<file path="config.mk">
export PLATFORM = sky130hd
export DESIGN_NAME = four_digit_seven_segment_frames
export DESIGN_NICKNAME = d
export VERILOG_FILES = /design/src/rtl/fdss_pkg.sv /design/src/rtl/fdss_digit_split.sv /design/src/rtl/fdss_frame_seq.sv /design/src/rtl/four_digit_seven_segment_frames.sv
export SDC_FILE = /design/constraint.sdc
export NUM_CORES = 1
export LEC_CHECK = 0
export BUFFER_PORTS_ARGS = -buffer_cell sky130_fd_sc_hd__buf_2
export CORE_MARGIN = 8
export CORE_UTILIZATION = 53
export DETAILED_ROUTE_END_ITERATION = 8
export PLACE_DENSITY = 0.71
export SYNTH_ARGS = -nofsm -noshare
export SYNTH_HDL_FRONTEND = slang
export SYNTH_SLANG_ARGS = --single-unit
</file>
<file path="constraint.sdc">
create_clock -name clk -period 11.7 [get_ports clk]
set_clock_uncertainty 0.15 [all_clocks]
set_input_delay 1.17 -clock clk [delete_from_list [all_inputs] [get_ports clk]]
set_output_delay 1.17 -clock clk [all_outputs]
set_load 0.005 [all_outputs]
</file>
<file path="src/rtl/fdss_pkg.sv">
// Shared types, constants and decode tables for the four-digit display frame generator.
// Used by fdss_digit_split, fdss_frame_seq and four_digit_seven_segment_frames.
package fdss_pkg;

  localparam int VALUE_W     = 14;
  localparam int NUM_DIGITS  = 4;
  localparam int NUM_FRAMES  = 2 * NUM_DIGITS;
  localparam int FRAME_CNT_W = $clog2(NUM_FRAMES);

  localparam logic [VALUE_W-1:0] MAX_VALUE = 14'd9999;

  localparam logic [7:0] POINT_BIT      = 8'h80;
  localparam logic [7:0] BLANK_SELECT   = 8'h00;
  localparam logic [7:0] BLANK_SEGMENTS = 8'h00;
  localparam logic [1:0] POINT_DIGIT    = 2'd1;

  localparam logic [FRAME_CNT_W-1:0] LAST_FRAME = FRAME_CNT_W'(NUM_FRAMES - 1);

  // Segment bytes for the four digits, thousands in entry 0.
  typedef logic [NUM_DIGITS-1:0][7:0] seg_set_t;

  function automatic logic [7:0] seg_pattern(input logic [3:0] digit);
    logic [7:0] pat;
    case (digit)
      4'd0:    pat = 8'h3F;
      4'd1:    pat = 8'h06;
      4'd2:    pat = 8'h5B;
      4'd3:    pat = 8'h4F;
      4'd4:    pat = 8'h66;
      4'd5:    pat = 8'h6D;
      4'd6:    pat = 8'h7D;
      4'd7:    pat = 8'h07;
      4'd8:    pat = 8'h7F;
      4'd9:    pat = 8'h6F;
      default: pat = BLANK_SEGMENTS;
    endcase
    return pat;
  endfunction

  // Active-low digit enables, first digit in position 0.
  function automatic logic [7:0] select_code(input logic [1:0] digit);
    logic [7:0] code;
    case (digit)
      2'd0:    code = 8'h0E;
      2'd1:    code = 8'h0D;
      2'd2:    code = 8'h0B;
      2'd3:    code = 8'h07;
      default: code = BLANK_SELECT;
    endcase
    return code;
  endfunction

endpackage

</file>
<file path="src/rtl/fdss_digit_split.sv">
// Input register, saturation, decimal digit split and segment decode.
// Depends on fdss_pkg.
module fdss_digit_split (
  input  logic                          clk,
  input  logic                          rst,
  input  logic                          in_valid,
  output logic                          in_ready,
  input  logic [fdss_pkg::VALUE_W-1:0]  in_value,
  input  logic                          in_point,
  output logic                          out_valid,
  input  logic                          out_ready,
  output fdss_pkg::seg_set_t            out_segs
);

  logic                         a_valid;
  logic [fdss_pkg::VALUE_W-1:0] a_value;
  logic                         a_point;
  logic                         b_valid;
  fdss_pkg::seg_set_t           b_segs;
  logic                         b_load;
  fdss_pkg::seg_set_t           segs_next;

  assign b_load   = a_valid && (!b_valid || out_ready);
  assign in_ready = !a_valid || b_load;

  always_ff @(posedge clk) begin
    if (rst) begin
      a_valid <= 1'b0;
    end else if (in_valid && in_ready) begin
      a_valid <= 1'b1;
    end else if (b_load) begin
      a_valid <= 1'b0;
    end
    if (in_valid && in_ready) begin
      a_value <= in_value;
      a_point <= in_point;
    end
  end

  // Each digit is found by comparing against all its multiples in parallel,
  // then subtracting the largest one that fits.
  always_comb begin
    logic [fdss_pkg::VALUE_W-1:0] sat;
    logic [fdss_pkg::VALUE_W-1:0] r1;
    logic [9:0]                   r2;
    logic [6:0]                   r3;
    logic [3:0]                   d_th;
    logic [3:0]                   d_hu;
    logic [3:0]                   d_te;
    sat  = (a_value > fdss_pkg::MAX_VALUE) ? fdss_pkg::MAX_VALUE : a_value;
    d_th = 4'd0;
    r1   = sat;
    for (int k = 1; k < 10; k++) begin
      if (sat >= 14'(k * 1000)) begin
        d_th = 4'(k);
        r1   = sat - 14'(k * 1000);
      end
    end
    d_hu = 4'd0;
    r2   = r1[9:0];
    for (int k = 1; k < 10; k++) begin
      if (r1[9:0] >= 10'(k * 100)) begin
        d_hu = 4'(k);
        r2   = r1[9:0] - 10'(k * 100);
      end
    end
    d_te = 4'd0;
    r3   = r2[6:0];
    for (int k = 1; k < 10; k++) begin
      if (r2[6:0] >= 7'(k * 10)) begin
        d_te = 4'(k);
        r3   = r2[6:0] - 7'(k * 10);
      end
    end
    segs_next[0] = fdss_pkg::seg_pattern(d_th);
    segs_next[1] = fdss_pkg::seg_pattern(d_hu) | (a_point ? fdss_pkg::POINT_BIT : 8'h00);
    segs_next[2] = fdss_pkg::seg_pattern(d_te);
    segs_next[3] = fdss_pkg::seg_pattern(r3[3:0]);
  end

  always_ff @(posedge clk) begin
    if (rst) begin
      b_valid <= 1'b0;
    end else if (b_load) begin
      b_valid <= 1'b1;
    end else if (out_ready) begin
      b_valid <= 1'b0;
    end
    if (b_load) begin
      b_segs <= segs_next;
    end
  end

  assign out_valid = b_valid;
  assign out_segs  = b_segs;

endmodule

</file>
<file path="src/rtl/fdss_frame_seq.sv">
// Frame sequencer: walks the eight frames of one value into the output register.
// Depends on fdss_pkg.
module fdss_frame_seq (
  input  logic               clk,
  input  logic               rst,
  input  logic               common_anode,
  input  logic               in_valid,
  output logic               in_ready,
  input  fdss_pkg::seg_set_t in_segs,
  output logic               out_valid,
  input  logic               out_ready,
  output logic [7:0]         out_select,
  output logic [7:0]         out_segments,
  output logic               out_last
);

  logic                             busy;
  fdss_pkg::seg_set_t               segs;
  logic [fdss_pkg::FRAME_CNT_W-1:0] cnt;
  logic                             o_load;
  logic [7:0]                       sel_next;
  logic [7:0]                       seg_next;

  assign o_load   = busy && (!out_valid || out_ready);
  assign in_ready = !busy || (o_load && cnt == fdss_pkg::LAST_FRAME);

  always_ff @(posedge clk) begin
    if (rst) begin
      busy <= 1'b0;
      cnt  <= '0;
    end else if (in_valid && in_ready) begin
      busy <= 1'b1;
      cnt  <= '0;
    end else if (o_load) begin
      cnt <= cnt + 1'b1;
      if (cnt == fdss_pkg::LAST_FRAME) begin
        busy <= 1'b0;
      end
    end
    if (in_valid && in_ready) begin
      segs <= in_segs;
    end
  end

  // Even frames blank the display, odd frames drive the digit in cnt[2:1].
  always_comb begin
    if (cnt[0]) begin
      sel_next = fdss_pkg::select_code(cnt[2:1]);
      seg_next = segs[cnt[2:1]];
    end else begin
      sel_next = fdss_pkg::BLANK_SELECT;
      seg_next = fdss_pkg::BLANK_SEGMENTS;
    end
  end

  always_ff @(posedge clk) begin
    if (rst) begin
      out_valid <= 1'b0;
    end else if (o_load) begin
      out_valid <= 1'b1;
    end else if (out_ready) begin
      out_valid <= 1'b0;
    end
    if (o_load) begin
      out_select   <= common_anode ? ~sel_next : sel_next;
      out_segments <= common_anode ? ~seg_next : seg_next;
      out_last     <= (cnt == fdss_pkg::LAST_FRAME);
    end
  end

endmodule

</file>
<file path="src/rtl/four_digit_seven_segment_frames.sv">
// Four-digit seven-segment frame generator, top level.
// An input value passes the input register and segment register before the frame sequencer.
// Throughput: eight frames per value, one frame per cycle while m_tready stays high;
// the frame sequencer's output register sets that pace.
// Reset (rst, synchronous) empties all stages and clears common_anode.
// Depends on fdss_pkg, fdss_digit_split and fdss_frame_seq.
module four_digit_seven_segment_frames (
  input  logic        clk,
  input  logic        rst,
  input  logic        s_tvalid,
  output logic        s_tready,
  input  logic [15:0] s_tdata,      // value [13:0], decimal_point [14], zero [15]
  output logic        m_tvalid,
  input  logic        m_tready,
  output logic [15:0] m_tdata,      // digit_select [7:0], segments [15:8]
  output logic        m_tlast,      // last_frame
  input  logic        cfg_wr_en,
  input  logic        cfg_wr_data   // common_anode
);

  logic               common_anode;
  logic               mid_valid;
  logic               mid_ready;
  fdss_pkg::seg_set_t mid_segs;
  logic [7:0]         frame_select;
  logic [7:0]         frame_segments;

  always_ff @(posedge clk) begin
    if (rst) begin
      common_anode <= 1'b0;
    end else if (cfg_wr_en) begin
      common_anode <= cfg_wr_data;
    end
  end

  fdss_digit_split u_split (
    .clk       (clk),
    .rst       (rst),
    .in_valid  (s_tvalid),
    .in_ready  (s_tready),
    .in_value  (s_tdata[fdss_pkg::VALUE_W-1:0]),
    .in_point  (s_tdata[fdss_pkg::VALUE_W]),
    .out_valid (mid_valid),
    .out_ready (mid_ready),
    .out_segs  (mid_segs)
  );

  fdss_frame_seq u_seq (
    .clk          (clk),
    .rst          (rst),
    .common_anode (common_anode),
    .in_valid     (mid_valid),
    .in_ready     (mid_ready),
    .in_segs      (mid_segs),
    .out_valid    (m_tvalid),
    .out_ready    (m_tready),
    .out_select   (frame_select),
    .out_segments (frame_segments),
    .out_last     (m_tlast)
  );

  assign m_tdata = {frame_segments, frame_select};

  // Within a value the frames follow without gaps.
  assert property (@(posedge clk) disable iff (rst)
    m_tvalid && m_tready && !m_tlast |=> m_tvalid)
    else $error("frame sequence broke off before the last frame");

  // The last frame always drives the fourth digit.
  assert property (@(posedge clk) disable iff (rst)
    m_tvalid && m_tlast |->
      m_tdata[7:0] == (common_anode ? ~fdss_pkg::select_code(2'd3)
                                    : fdss_pkg::select_code(2'd3)))
    else $error("last frame does not select the fourth digit");

  // A blanking frame never carries the last flag.
  assert property (@(posedge clk) disable iff (rst)
    m_tvalid && (m_tdata[7:0] == (common_anode ? ~fdss_pkg::BLANK_SELECT
                                                : fdss_pkg::BLANK_SELECT)) |-> !m_tlast)
    else $error("blanking frame flagged as last");

endmodule

</file>
# Word-level counts from Yosys, hierarchy flattened
# Memories as Yosys holds them, arrays and structs flattened. A register that Yosys moved wholly into a read port is not among the register bits.
# Cells that the tools add are included.
[word_totals]
reg_bits = 104
mem_bits_ro = 448
wordCells = 180
memories = 4
ram_bits = 0
latchBits = 0
inputBits = 22
out_inout_bits = 19
[op_classes]
magnitude_cmp = 29
n_div = 0
n_shift = 0
reduce_logical = 21
multipliers = 0
addsub = 28
n_eq_ne = 4
muxes = 72
bitwise = 3
[mem_list]
columns = ["memory", "depth", "word_bits", "read_ports", "rd_ports_with_merged_regs", "write_ports", "line", "rtl"]
rows = [
  ["(no name shown)", 16, 7, 1, 1, 0, "fdss_pkg.sv:24", "case (digit)"],
  ["(no name shown)", 16, 7, 1, 0, 0, "fdss_pkg.sv:24", ""],
  ["(no name shown)", 16, 7, 1, 1, 0, "fdss_pkg.sv:24", ""],
  ["(no name shown)", 16, 7, 1, 1, 0, "fdss_pkg.sv:24", ""],
]
[op_table]
columns = ["operator", "n"]
rows = [
  ["2-to-1 mux 10 bit", 9],
  ["subtractor 10 bit, second input constant", 9],
  ["2-to-1 mux 7 bit", 9],
  ["2-to-1 mux 4 bit", 15],
  [">= comparator 14 x 13 -> 1 bit, second input constant", 4],
  ["2-to-1 mux 8 bit", 6],
  [">= comparator 10 bit, second input constant", 4],
  ["2-to-1 mux 3 bit", 12],
  ["one-hot mux 8 bit (4 select lines)", 1],
  [">= comparator 10 x 9 -> 1 bit, second input constant", 3],
  [">= comparator 14 x 12 -> 1 bit, second input constant", 2],
  ["subtractor 7 bit, second input constant", 4],
  [">= comparator 7 x 6 -> 1 bit, second input constant", 3],
  [">= comparator 7 bit, second input constant", 3],
  ["subtractor 7 x 6 -> 7 bit, second input constant", 3],
  ["subtractor 4 bit, second input constant", 5],
  ["binary-select mux 8 bit (select 2 bit)", 1],
  ["NOT 8 bit", 2],
  [">= comparator 14 x 10 -> 1 bit, second input constant", 1],
  [">= comparator 14 x 11 -> 1 bit, second input constant", 1],
  [">= comparator 14 bit, second input constant", 1],
  [">= comparator 7 x 5 -> 1 bit, second input constant", 2],
  ["greater-than comparator 14 bit, second input constant", 1],
  ["2-to-1 mux 14 bit", 1],
  ["23 further kinds", 55],
]

# Logic depth before layout (Yosys ltp)
# Gate-level depths: netlist (run 1).
[logic_depth]
ltp_word = 32
mapped_depth = 39

# Cells and area by module
# From an unflattened synthesis (run 1), not the netlist that was laid out.
[hier_totals]
cells_unflattened = 849
area_unflattened_um2 = 8195.4
[by_module_without_submodules]
columns = ["module", "seq_area_each_um2", "n_inst", "cells_per_inst", "area_each_um2"]
rows = [
  ["fdss_digit_split", 1361.3, 1, 725, 6118.4],
  ["fdss_frame_seq", 1481.4, 1, 121, 2043.2],
  ["four_digit_seven_segment_frames", 20.0, 1, 3, 33.8],
]

# Worst setup path after synthesis (run 1)
# Ideal clock, no wire load.
[synth_path]
kind = "register to register"
from = "register u_split.a_value[11] in the netlist's numbering"
to = "register u_split.b_segs (netlist bit u_split.out_segs[27]) (data pin)"
stages_incl_launch_ff = 38
n_path_buf = 5
period_less_slack_ps = 8129
setup_ps = 265
arrival_time_ps = 7714
slack_ps = 3571
cell_sequence = "edfxtp_1 > o21a_1 > buf_1 > nor2_1 > nand2_1 > inv_1 > ha_1 > clkbuf_1 > a21oi_1 > o21ai_0 > and2_1 > clkbuf_1 > a21oi_1 > o31ai_1 > a221o_1 > clkbuf_1 > inv_1 > ha_1 > [2 not listed] > a21o_1 > buf_2 > a32oi_1 > a211oi_1 > xnor2_1 > inv_1 > ha_1 > nand2_1 > inv_1 > a211oi_1 > nand2_1 > o2bb2ai_1 > o221ai_1 > and3_1 > nor2_1 > ha_1 > o21ai_0 > mux2i_1"
[synth_between]
elab_chain_cells = 32
word_cells_on_any_way = 83
classes_between = "add/sub: 27; order compare: 28; mux: 28"
[synth_lines]
columns = ["element", "line", "rtl"]
rows = [
  ["start, declared", "fdss_digit_split.sv:16", "logic [fdss_pkg::VALUE_W-1:0] a_value;"],
  ["start signal, assigned", "fdss_digit_split.sv:35", "a_value <= in_value;"],
  ["greater-than comparator 14 bit", "fdss_digit_split.sv:50", "sat = (a_value > fdss_pkg::MAX_VALUE) ? fdss_pkg::MAX_VALUE : a_value;"],
  ["2-to-1 mux 14 bit *", "fdss_digit_split.sv:50", ""],
  [">= comparator 14 x 10 -> 1 bit / subtractor 10 bit (equally long branches)", "fdss_digit_split.sv:54, fdss_digit_split.sv:56", ""],
  ["2-to-1 mux 10 bit (8 in series)", "fdss_digit_split.sv:54", "if (sat >= 14'(k * 1000)) begin"],
  ["2-to-1 mux 10 bit *", "fdss_digit_split.sv:54", ""],
  [">= comparator 10 x 7 -> 1 bit / subtractor 7 bit (equally long branches)", "fdss_digit_split.sv:62, fdss_digit_split.sv:64", ""],
  ["2-to-1 mux 7 bit (8 in series)", "fdss_digit_split.sv:62", "if (r1[9:0] >= 10'(k * 100)) begin"],
  ["2-to-1 mux 7 bit *", "fdss_digit_split.sv:62", ""],
  [">= comparator 7 x 4 -> 1 bit / subtractor 4 bit (equally long branches)", "fdss_digit_split.sv:70, fdss_digit_split.sv:72", ""],
  ["2-to-1 mux 4 bit (8 in series)", "fdss_digit_split.sv:70", "if (r2[6:0] >= 7'(k * 10)) begin"],
  ["2-to-1 mux 4 bit *", "fdss_digit_split.sv:70", ""],
  ["end, declared", "fdss_digit_split.sv:19", "fdss_pkg::seg_set_t b_segs;"],
]
# Every way passes the cells marked *; elsewhere a longest branch is shown, timed or not.
# A chain may end at the register's enable or synchronous reset.

# Final worst setup path (run 1)
[layout_path]
from = "register u_split.a_value[13] in the netlist's numbering"
to = "register u_split.b_segs (netlist bit u_split.out_segs[27]) (data pin)"
# Same word-level chain as after synthesis.

==> results.md, run 1 <==
* Outcome: finished, final reports clean
* Initial DRC count at 655
* Post-Syn Area per Cell at around 9.5 um^2
* Area delta synth->final at 7.45%
* Clock edge transition at the registers on the reported setup and hold paths at approximately 0.060 ns
* Placed wire-length estimate at 16.7 mm
* R2R setup slack at 1.55 ns
* CP Max Fanout at 19
* Sink Count at 95
* Post-CTS Setup Repair Bufs at 0
* Endpoint type of the worst setup path: flop
* Pre-antenna DRT Iters at 7
* Worst skew pair latency at 0.33 ns
* YS warnings at 0
* PwrDens at 181 nW/um^2
* Port-buffer cells at 39
* Post-CTS Resized at 0
* Finished Layout Cells at 1,032
* Worst Tran Pin Value at 1.14 ns
* Reg2reg start: u_split.a_value[13]$_DFFE_PP_
* Overflow left after global routing at 0
* Multi-input logic area at 4740 um^2
* Vias in the first global route at 6,785
* Static Leakage at roughly 3.2 nW
* CTS tree: built
* Ports at 41
* Post-layout minimum cycle time at between 10 and 15 ns
* Core Area at about 15,000 um^2
* Utilization after layout at 58.1%
* Largest cells by area after synthesis: edfxtp_1, ha_1, nand2_1, a21oi_1, o21ai_0
* Crit-path most repeated cell: nand2_1
* Mapped Area at around 7900 um^2
* Top cell type's share of synthesized area at approximately a third
* Final setup fails at 0
* Largest net degree at the start of global routing at 31
* RSZ-0062 raised after global routing: false
* Avg WL per Cell at 21.9 um
* Longest Clk Path Bufs at 2
* Slowest CP cell: edfxtp_1
* Register area at around 2800 um^2
* Setup CP Type: flop to flop
* Worst hold stages at 0
* VDD IR max at 132 uV
* Share of cells above drive strength 1 at 13.2%
* FF-to-FF path depth at 32
* Worst Setup Start Kind: flop
* Final Slew Violations at 0
* Arrival time worst endpoint at 10.07 ns
* Seq cells post-synth at 95
* First-pass GRT wire length at 35.8 mm
* Synth unique cells at between 100 and 150
* Max Fclk at between 0.09 and 0.1 GHz
* Crit path required time at approximately 12 ns
* Clock root buffer: clkbuf_16
* # DRC at 0
* Hold Startpoint: u_split.out_segs[11]$_DFFE_PP_
* Post-route antenna net violation count at 0
* Number of max-cap violations at 0
* Setup tns final at 0 ns
* Cts hold-fix bufs at 0
* Post-Syn Nets at 911
* Vias per cell at 6.79
* FP Rows at 44
* Worst path max stage delay at 0.79 ns
* Final period util at 86.7%
* Initial core utilization at 54.1%
* # placed instances at 1,016
* Gr usage total at 23.8%
* Top-count cell post-synth: edfxtp_1
* Die width at 138 um
* Worst hold path type: flop to flop
* Worst r2r dst: u_split.out_segs[27]$_DFFE_PP_
* Top cells by count, synth: edfxtp_1, nand2_1, ha_1
* Post-synth EDFFs at 87
* Worst relative slew slack at 23.6%
* Post-synth ARST share at 0%
* Post-synthesis sequential area ratio at 35.3%
* Ant. Diodes at 0
* Hold EP: u_seq.segs[11]$_DFFE_PP_
* Most used DFF post-synth: edfxtp_1
* H-tree depth at 3
* Die Y at 138 um
* Via count at around 7,000
* Gpl congestion at 0.948
* # nets final at approximately 930
* Num CTS Buffers at 9
* FILL cells at 1,298
* Cells after Synth at 829
* Final WL at 22.6 mm
* Post-synth top area cell: edfxtp_1
* Antenna violations before repair at 0
* Final hold viol count at 0
* Die area at 19,000 um^2
==> worst max path at each step <==
stage | from | end | slack, ns
floorplan | u_split.a_value[11]$_DFFE_PP_ | u_split.out_segs[27]$_DFFE_PP_ | 3.57
global placement | u_split.a_value[13]$_DFFE_PP_ | u_split.out_segs[27]$_DFFE_PP_ | 2.04
detailed placement | u_split.a_value[13]$_DFFE_PP_ | u_split.out_segs[27]$_DFFE_PP_ | 1.84
CTS | u_split.a_value[13]$_DFFE_PP_ | u_split.out_segs[27]$_DFFE_PP_ | 1.78
global route | u_split.a_value[13]$_DFFE_PP_ | u_split.out_segs[20]$_DFFE_PP_ | 0.88
finish | u_split.a_value[13]$_DFFE_PP_ | u_split.out_segs[27]$_DFFE_PP_ | 1.55
==> cell families after synthesis <==
group,Yosys count,synth area share (%)
flops,95,35.3
buf+inv,85,4.65
xor+xnor,23,2.56
simple gates,275,18.1
compound gates,270,26.1
mux,21,3.82
fa+ha+maj,60,9.55
==> where the power goes <==
group          internal [mW]  switching, mW
combinational          0.289          0.497
clock                  0.166          0.117
sequential             0.443         0.0205
total                  0.899          0.634
==> registers in the layout (all words and copies together), names as in the netlist, 3 cells and up <==
| register | count |
|---|---|
| u_seq.out_segments | 8 |
| u_seq.segs | 29 |
| u_seq.out_select | 5 |
| u_split.out_segs | 29 |
| u_split.a_value | 14 |
| u_seq.cnt | 3 |
==> worst max-delay path, delay by kind of cell, from the launching register on <==
family                   cells  cell delay, ns
adder cells (fa/ha/maj)      4            1.40
AND/OR/NAND/NOR              8            1.84
AO/OA/AOI/OAI               15            4.96
multiplexers                 1            0.10
XOR/XNOR                     1            0.20
flip-flops                   1            0.79
buffers and inverters        3            0.41
==> final cells by class <==
type / instances / area share, %
clock buffer: 11 / 2.75
clock inverter: 5 / 0.696
inverter: 41 / 1.91
multi-input combinational: 649 / 56.1
sequential: 95 / 32.8
tap: 184 / 2.73
timing repair buffer: 47 / 3.02
==> layer usage <==
metal  up-vias  track usage, %  wire length (um)
met5         -               0                 0
met2       350            38.7             10500
met1      3375            31.7              9750
li1       3226               -                 -
met3        61            3.83              1720
met4         0            7.70               652
==> placed cells by master (no fill, tap or decap), types with 12 or more instances in the layout <==
cell | Yosys | final
a21oi_1 | 49 | 49
and2_1 | 14 | 14
and3_1 | 12 | 12
buf_2 | 4 | 39
edfxtp_1 | 87 | 87
ha_1 | 60 | 60
inv_1 | 37 | 37
mux2i_1 | 12 | 12
nand2_1 | 84 | 84
nand3_1 | 19 | 19
nor2_1 | 53 | 53
nor3_1 | 19 | 19
o21a_1 | 12 | 12
o21ai_0 | 41 | 41
xnor2_1 | 19 | 19
==> per-stage QoR <==
| step | area [um^2] | hold slack [ns] | total power [mW] | worst slack, ns |
|---|---|---|---|---|
| after CTS | 8450 | 0.269 | 1.52 | 1.78 |
| after global routing | 8450 | 0.275 | 1.63 | 0.879 |
| final | 8450 | 0.268 | 1.53 | 1.55 |
| after floorplan | 7860 | 0.250 | 1.05 | 3.57 |
| after global placement | 8160 | 0.251 | 1.21 | 2.04 |
| after detailed placement | 8160 | 0.255 | 1.24 | 1.84 |
Note: power is estimated with default switching activity, not from simulation.
==> run 2, diff against run 1 <==
CORE_ASPECT_RATIO = 0.5   (was default)
==> results.md, run 2 (synthesis gave the netlist of run 1 again) <==
* Outcome: finished, final reports clean
* FP Rows at 31
* Overflow left after global routing at 0
* Largest net degree at the start of global routing at 31
* Worst Tran Pin Value at 1.10 ns
* Post-CTS Setup Repair Bufs at 0
* Avg WL per Cell at 20.5 um
* Max Fclk at 0.0956 GHz
* Final hold viol count at 0
* Post-CTS Resized at 0
* Final period util at between 80% and 90%
* Gpl congestion at 0.957
* Setup CP Type: flop to flop
* Port-buffer cells at 39
* Worst Setup Start Kind: flop
* Area delta synth->final at 7.53%
* Most frequent cells in the layout: edfxtp_1, nand2_1, ha_1
* Post-layout minimum cycle time at 10.46 ns
* Post-route antenna net violation count at 0
* Setup tns final at 0 ns
* Static Leakage at 3.17 nW
* Switching share of power at 42.6%
* Worst hold path type: flop to flop
* Die area at 19,200 um^2
* Worst r2r dst: u_split.out_segs[20]$_DFFE_PP_
* Power share of the sequential group at a little under a third
* Ant. Diodes at 0
* CTS tree: built
* Cts hold-fix bufs at 0
* Pre-antenna DRT Iters at 5
* Crit-path leading delay family: compound AO/OA/AOI/OAI gates
* Clock root buffer: clkbuf_16
* Vias per cell at 6.70
* Final Slew Violations at 0
* Crit path required time at 11.66 ns
* Clock edge transition at the registers on the reported setup and hold paths at 0.08 ns
* Comb pwr share at between 50% and 60%
* Placed inst area at 8170 um^2
* Final instance area at about 8500 um^2
* CP Max Fanout at 19
* WP buf/inv at 4
* PwrDens at 181 nW/um^2
* Worst relative slew slack at 26.2%
* Die width at 188 um
* Internal power at 0.877 mW
* Die Y at 102 um
* Most common library cell in the layout ignoring fill and taps: edfxtp_1
* Longest Clk Path Bufs at 2
* Placed wire-length estimate at about 16 mm
* CP Launch Point: u_split.a_value[13]$_DFFE_PP_
* Antenna violations before repair at 0
* Endpoint type of the worst setup path: flop
* # DRC at 0
* Via count at about 7,000
* Slowest CP cell: a211oi_1
* H-tree depth at 3
* Vias in the first global route at 6,607
* Hold EP: u_seq.segs[12]$_DFFE_PP_
* Final WL at approximately 21 mm
* FILL cells at 1,244
* VDD IR max at roughly 98 uV
* Num CTS Buffers at 9
* Gr usage total at ~22%
* Arrival time worst endpoint at 10.42 ns
* Psw at 0.652 mW
* Share of cells above drive strength 1 at 13.3%
* Worst path max stage delay at 0.81 ns
* Reg2reg start: u_split.a_value[13]$_DFFE_PP_
* Worst hold stages at 0
* FF-to-FF path depth at 31
* Clock Power Share at 19.5%
* Hold Startpoint: u_split.out_segs[12]$_DFFE_PP_
* Final setup fails at 0
* Worst skew pair latency at 0.35 ns
* R2R setup slack at 1.24 ns
* Number of max-cap violations at 0
* Sink Count at 95
* Core Area at 14,500 um^2
* Initial core utilization at 54.3%
* Ports at 41
* Initial DRC count at 783
* # nets final at 924
* First-pass GRT wire length at 34.6 mm
* RSZ-0062 raised after global routing: false
==> run 2: worst register-to-register path: cells and delay by family, from the launching register on <==
family / cells / cell delay, ns
adders and majority gates: 4 / 1.59
DFF: 1 / 0.64
and+or+nand+nor: 9 / 2.36
xor gates and xnor gates: 1 / 0.51
buffers and inverters: 4 / 0.84
AOI/OAI and AO/OA: 13 / 4.13
==> run 2: power by group through the flow <==
| stage | combinational (mW) | clock, mW | sequential [mW] |
|---|---|---|---|
| floorplan | 0.596 | 0 | 0.458 |
| global placement | 0.733 | 0 | 0.468 |
| detailed placement | 0.744 | 0 | 0.469 |
| CTS | 0.752 | 0.301 | 0.461 |
| global route | 0.843 | 0.315 | 0.465 |
| finish | 0.770 | 0.299 | 0.461 |
==> run 2: worst max path at each step <==
| stage | endpoint | slack (ns) | cells past startpoint |
|---|---|---|---|
| 3_3_place_gp | u_split.out_segs[20]$_DFFE_PP_ | 1.73 | 32 |
| 2_1_floorplan | u_split.out_segs[27]$_DFFE_PP_ | 3.57 | 37 |
| 5_1_grt | u_split.out_segs[20]$_DFFE_PP_ | 0.65 | 30 |
| 6_report | u_split.out_segs[20]$_DFFE_PP_ | 1.24 | 31 |
| 4_1_cts | u_split.out_segs[20]$_DFFE_PP_ | 1.59 | 32 |
| 3_5_place_dp | u_split.out_segs[27]$_DFFE_PP_ | 1.66 | 33 |
==> run 2: metrics by stage <==
| stage | util, % | hold slack, ns | instances | total power, mW | setup WS [ns] |
|---|---|---|---|---|---|
| after floorplan | - | 0.250 | 829 | 1.05 | 3.57 |
| after global placement | 56.4 | 0.255 | 1029 | 1.20 | 1.73 |
| after detailed placement | 56.4 | 0.255 | 1029 | 1.21 | 1.66 |
| after CTS | 58.4 | 0.271 | 1045 | 1.51 | 1.59 |
| after global routing | 58.4 | 0.278 | 1045 | 1.62 | 0.655 |
| final | 58.4 | 0.269 | 1045 | 1.53 | 1.24 |
==> run 2: area by class of cell <==
type	count	area, um^2	share of cell area, %
inverter	41	161	1.91
timing repair buffer	46	248	2.93
sequential	95	2770	32.8
tap	198	248	2.93
clock buffer	9	225	2.66
clock inverter	7	62.6	0.740
multi-input combinational	649	4740	56.0
==> run 2: layer usage <==
metal | track usage [%] | wire length, um | up-vias
met5 | 0 | 0 | -
met4 | 9.21 | 751 | 0
met3 | 3.61 | 2060 | 72
met2 | 36.5 | 9550 | 418
met1 | 28.7 | 9050 | 3296
li1 | - | - | 3215
==> run 3, diff against run 2 <==
clock period = 10.3 ns   (was 11.7 ns; I/O delays follow)
==> results.md, run 3 (synthesis gave the netlist of run 1 again) <==
* Worst r2r dst: u_split.out_segs[27]$_DFFE_PP_
* Crit path required time at 10.24 ns
* Initial DRC count at between 700 and 800
* Die area at between 15,000 and 20,000 um^2
* Static Leakage at approximately 3.2 nW
* Core Area at 14,500 um^2
* Hold Startpoint: u_split.out_segs[24]$_DFFE_PP_
* PwrDens at around 210 nW/um^2
* Num CTS Buffers at 9
* Die Y at between 100 and 150 um
* Final Slew Violations at 0
* Worst relative slew slack at 25.3%
* Multi-input logic area at 4740 um^2
* Post-layout minimum cycle time at 9.30 ns
* Sink Count at 95
* Worst skew pair latency at about 0.36 ns
* Top Metal Used: met4
* Arrival time worst endpoint at between 9 and 10 ns
* Final WL at 21.7 mm
* Utilization after layout at 59.0%
* Final hold slack at 0.270 ns
* Worst Setup Start Kind: flop
* Gpl congestion at 0.981
* Worst hold stages at 0
* Most common library cell in the layout ignoring fill and taps: edfxtp_1
* Avg WL per Cell at 20.6 um
* FILL cells at 1,254
* Largest net degree at the start of global routing at 31
* RSZ-0062 raised after global routing: false
* WL met3 at 1.76 mm
* Final setup fails at 0
* Clock root buffer: clkbuf_16
* H-tree depth at 3
* Endpoint type of the worst setup path: flop
* Area delta synth->final at 8.58%
* R2R setup slack at 1.0 ns
* CTS tree: built
* Port-buffer cells at 39
* Number of max-cap violations at 0
* Placed wire-length estimate at 16.3 mm
* Metal-1 WL at 9.44 mm
* CP Max Fanout at 19
* Hold EP: u_seq.segs[24]$_DFFE_PP_
* Most frequent cells in the layout: edfxtp_1, nand2_1, ha_1
* Overflow left after global routing at 0
* Ports at 41
* Share of cells above drive strength 1 at about 14%
* # DRC at 0
* Worst path max stage delay at 0.73 ns
* Via count at 6,988
* Outcome: finished, final reports clean
* # nets final at 935
* Slowest CP cell: edfxtp_1
* Final instance area at 8540 um^2
* Longest Clk Path Bufs at 2
* Setup CP Type: flop to flop
* Final hold viol count at 0
* Vias in the first global route at approximately 6,500
* Register area at ~2800 um^2
* First-pass GRT wire length at about 35 mm
* Gr usage total at 22.4%
* FP Rows at 31
* Post-route antenna net violation count at 0
* Cts hold-fix bufs at 0
* Setup tns final at 0 ns
* Pre-antenna DRT Iters at 5
* Final period util at about nine tenths
* Worst Tran Pin Value at 1.12 ns
* Initial core utilization at roughly 54%
* Post-CTS Resized at 0
* FF-to-FF path depth at 32
* Vias per cell at 6.62
* Placed inst area at 8250 um^2
* VDD IR max at 114 uV
* Pwr Total at 1.77 mW
* Worst hold path type: flop to flop
* Clock edge transition at the registers on the reported setup and hold paths at 0.08 ns
* WL met2 at between 9 and 10 mm
* Antenna violations before repair at 1
* Post-CTS Setup Repair Bufs at 0
* Ant. Diodes at 0
* Max Fclk at 0.107 GHz
* Reg2reg start: u_split.a_value[13]$_DFFE_PP_
* Die width at around 190 um
==> run 3: worst max-delay path, delay by kind of cell (launching register included) <==
kind            cells  cell delay, ns
compound gates     13            3.59
buf+inv             3            0.67
flops               1            0.73
simple gates       10            2.15
mux                 1            0.10
xor+xnor            1            0.30
fa+ha+maj           4            1.37
==> run 3: worst max path at each step <==
stage                                  start                             end  slack, ns  depth (start not counted)
2_1_floorplan  u_split.a_value[11]$_DFFE_PP_  u_split.out_segs[27]$_DFFE_PP_       2.17                         37
3_3_place_gp   u_split.a_value[13]$_DFFE_PP_  u_split.out_segs[27]$_DFFE_PP_       1.24                         32
3_5_place_dp   u_split.a_value[13]$_DFFE_PP_  u_split.out_segs[27]$_DFFE_PP_       1.24                         32
4_1_cts        u_split.a_value[13]$_DFFE_PP_  u_split.out_segs[27]$_DFFE_PP_       1.21                         32
5_1_grt        u_split.a_value[13]$_DFFE_PP_  u_split.out_segs[27]$_DFFE_PP_       0.25                         32
6_report       u_split.a_value[13]$_DFFE_PP_  u_split.out_segs[27]$_DFFE_PP_        1.0                         32
==> run 3: stage by stage <==
| step | setup slack, ns | instances |
|---|---|---|
| floorplan | 2.17 | 829 |
| global placement | 1.24 | 1040 |
| detailed placement | 1.24 | 1040 |
| CTS | 1.21 | 1056 |
| global route | 0.249 | 1056 |
| finish | 0.995 | 1056 |
==> run 3: per-layer routing <==
metal | GRT usage, % | vias to the layer above
met3 | 3.51 | 58
met2 | 38.0 | 370
met1 | 29.0 | 3314
met5 | 0 | -
met4 | 8.00 | 0
li1 | - | 3246
==> run 3: layout make-up <==
cell class,count,share of cell area (%)
Clock buffer,9,2.64
Tap cell,198,2.90
Inverter,41,1.89
Sequential cell,95,32.5
Multi-Input combinational cell,649,55.5
Clock inverter,7,0.733
Timing Repair Buffer,57,3.87
==> run 3: report_power, final <==
| part | total, mW | switching [mW] | leakage [nW] | internal, mW |
|---|---|---|---|---|
| registers | 0.523 | 0.0197 | 0.854 | 0.503 |
| clock network | 0.341 | 0.170 | 0.144 | 0.170 |
| logic | 0.906 | 0.564 | 2.22 | 0.342 |
| total | 1.77 | 0.755 | 3.22 | 1.01 |
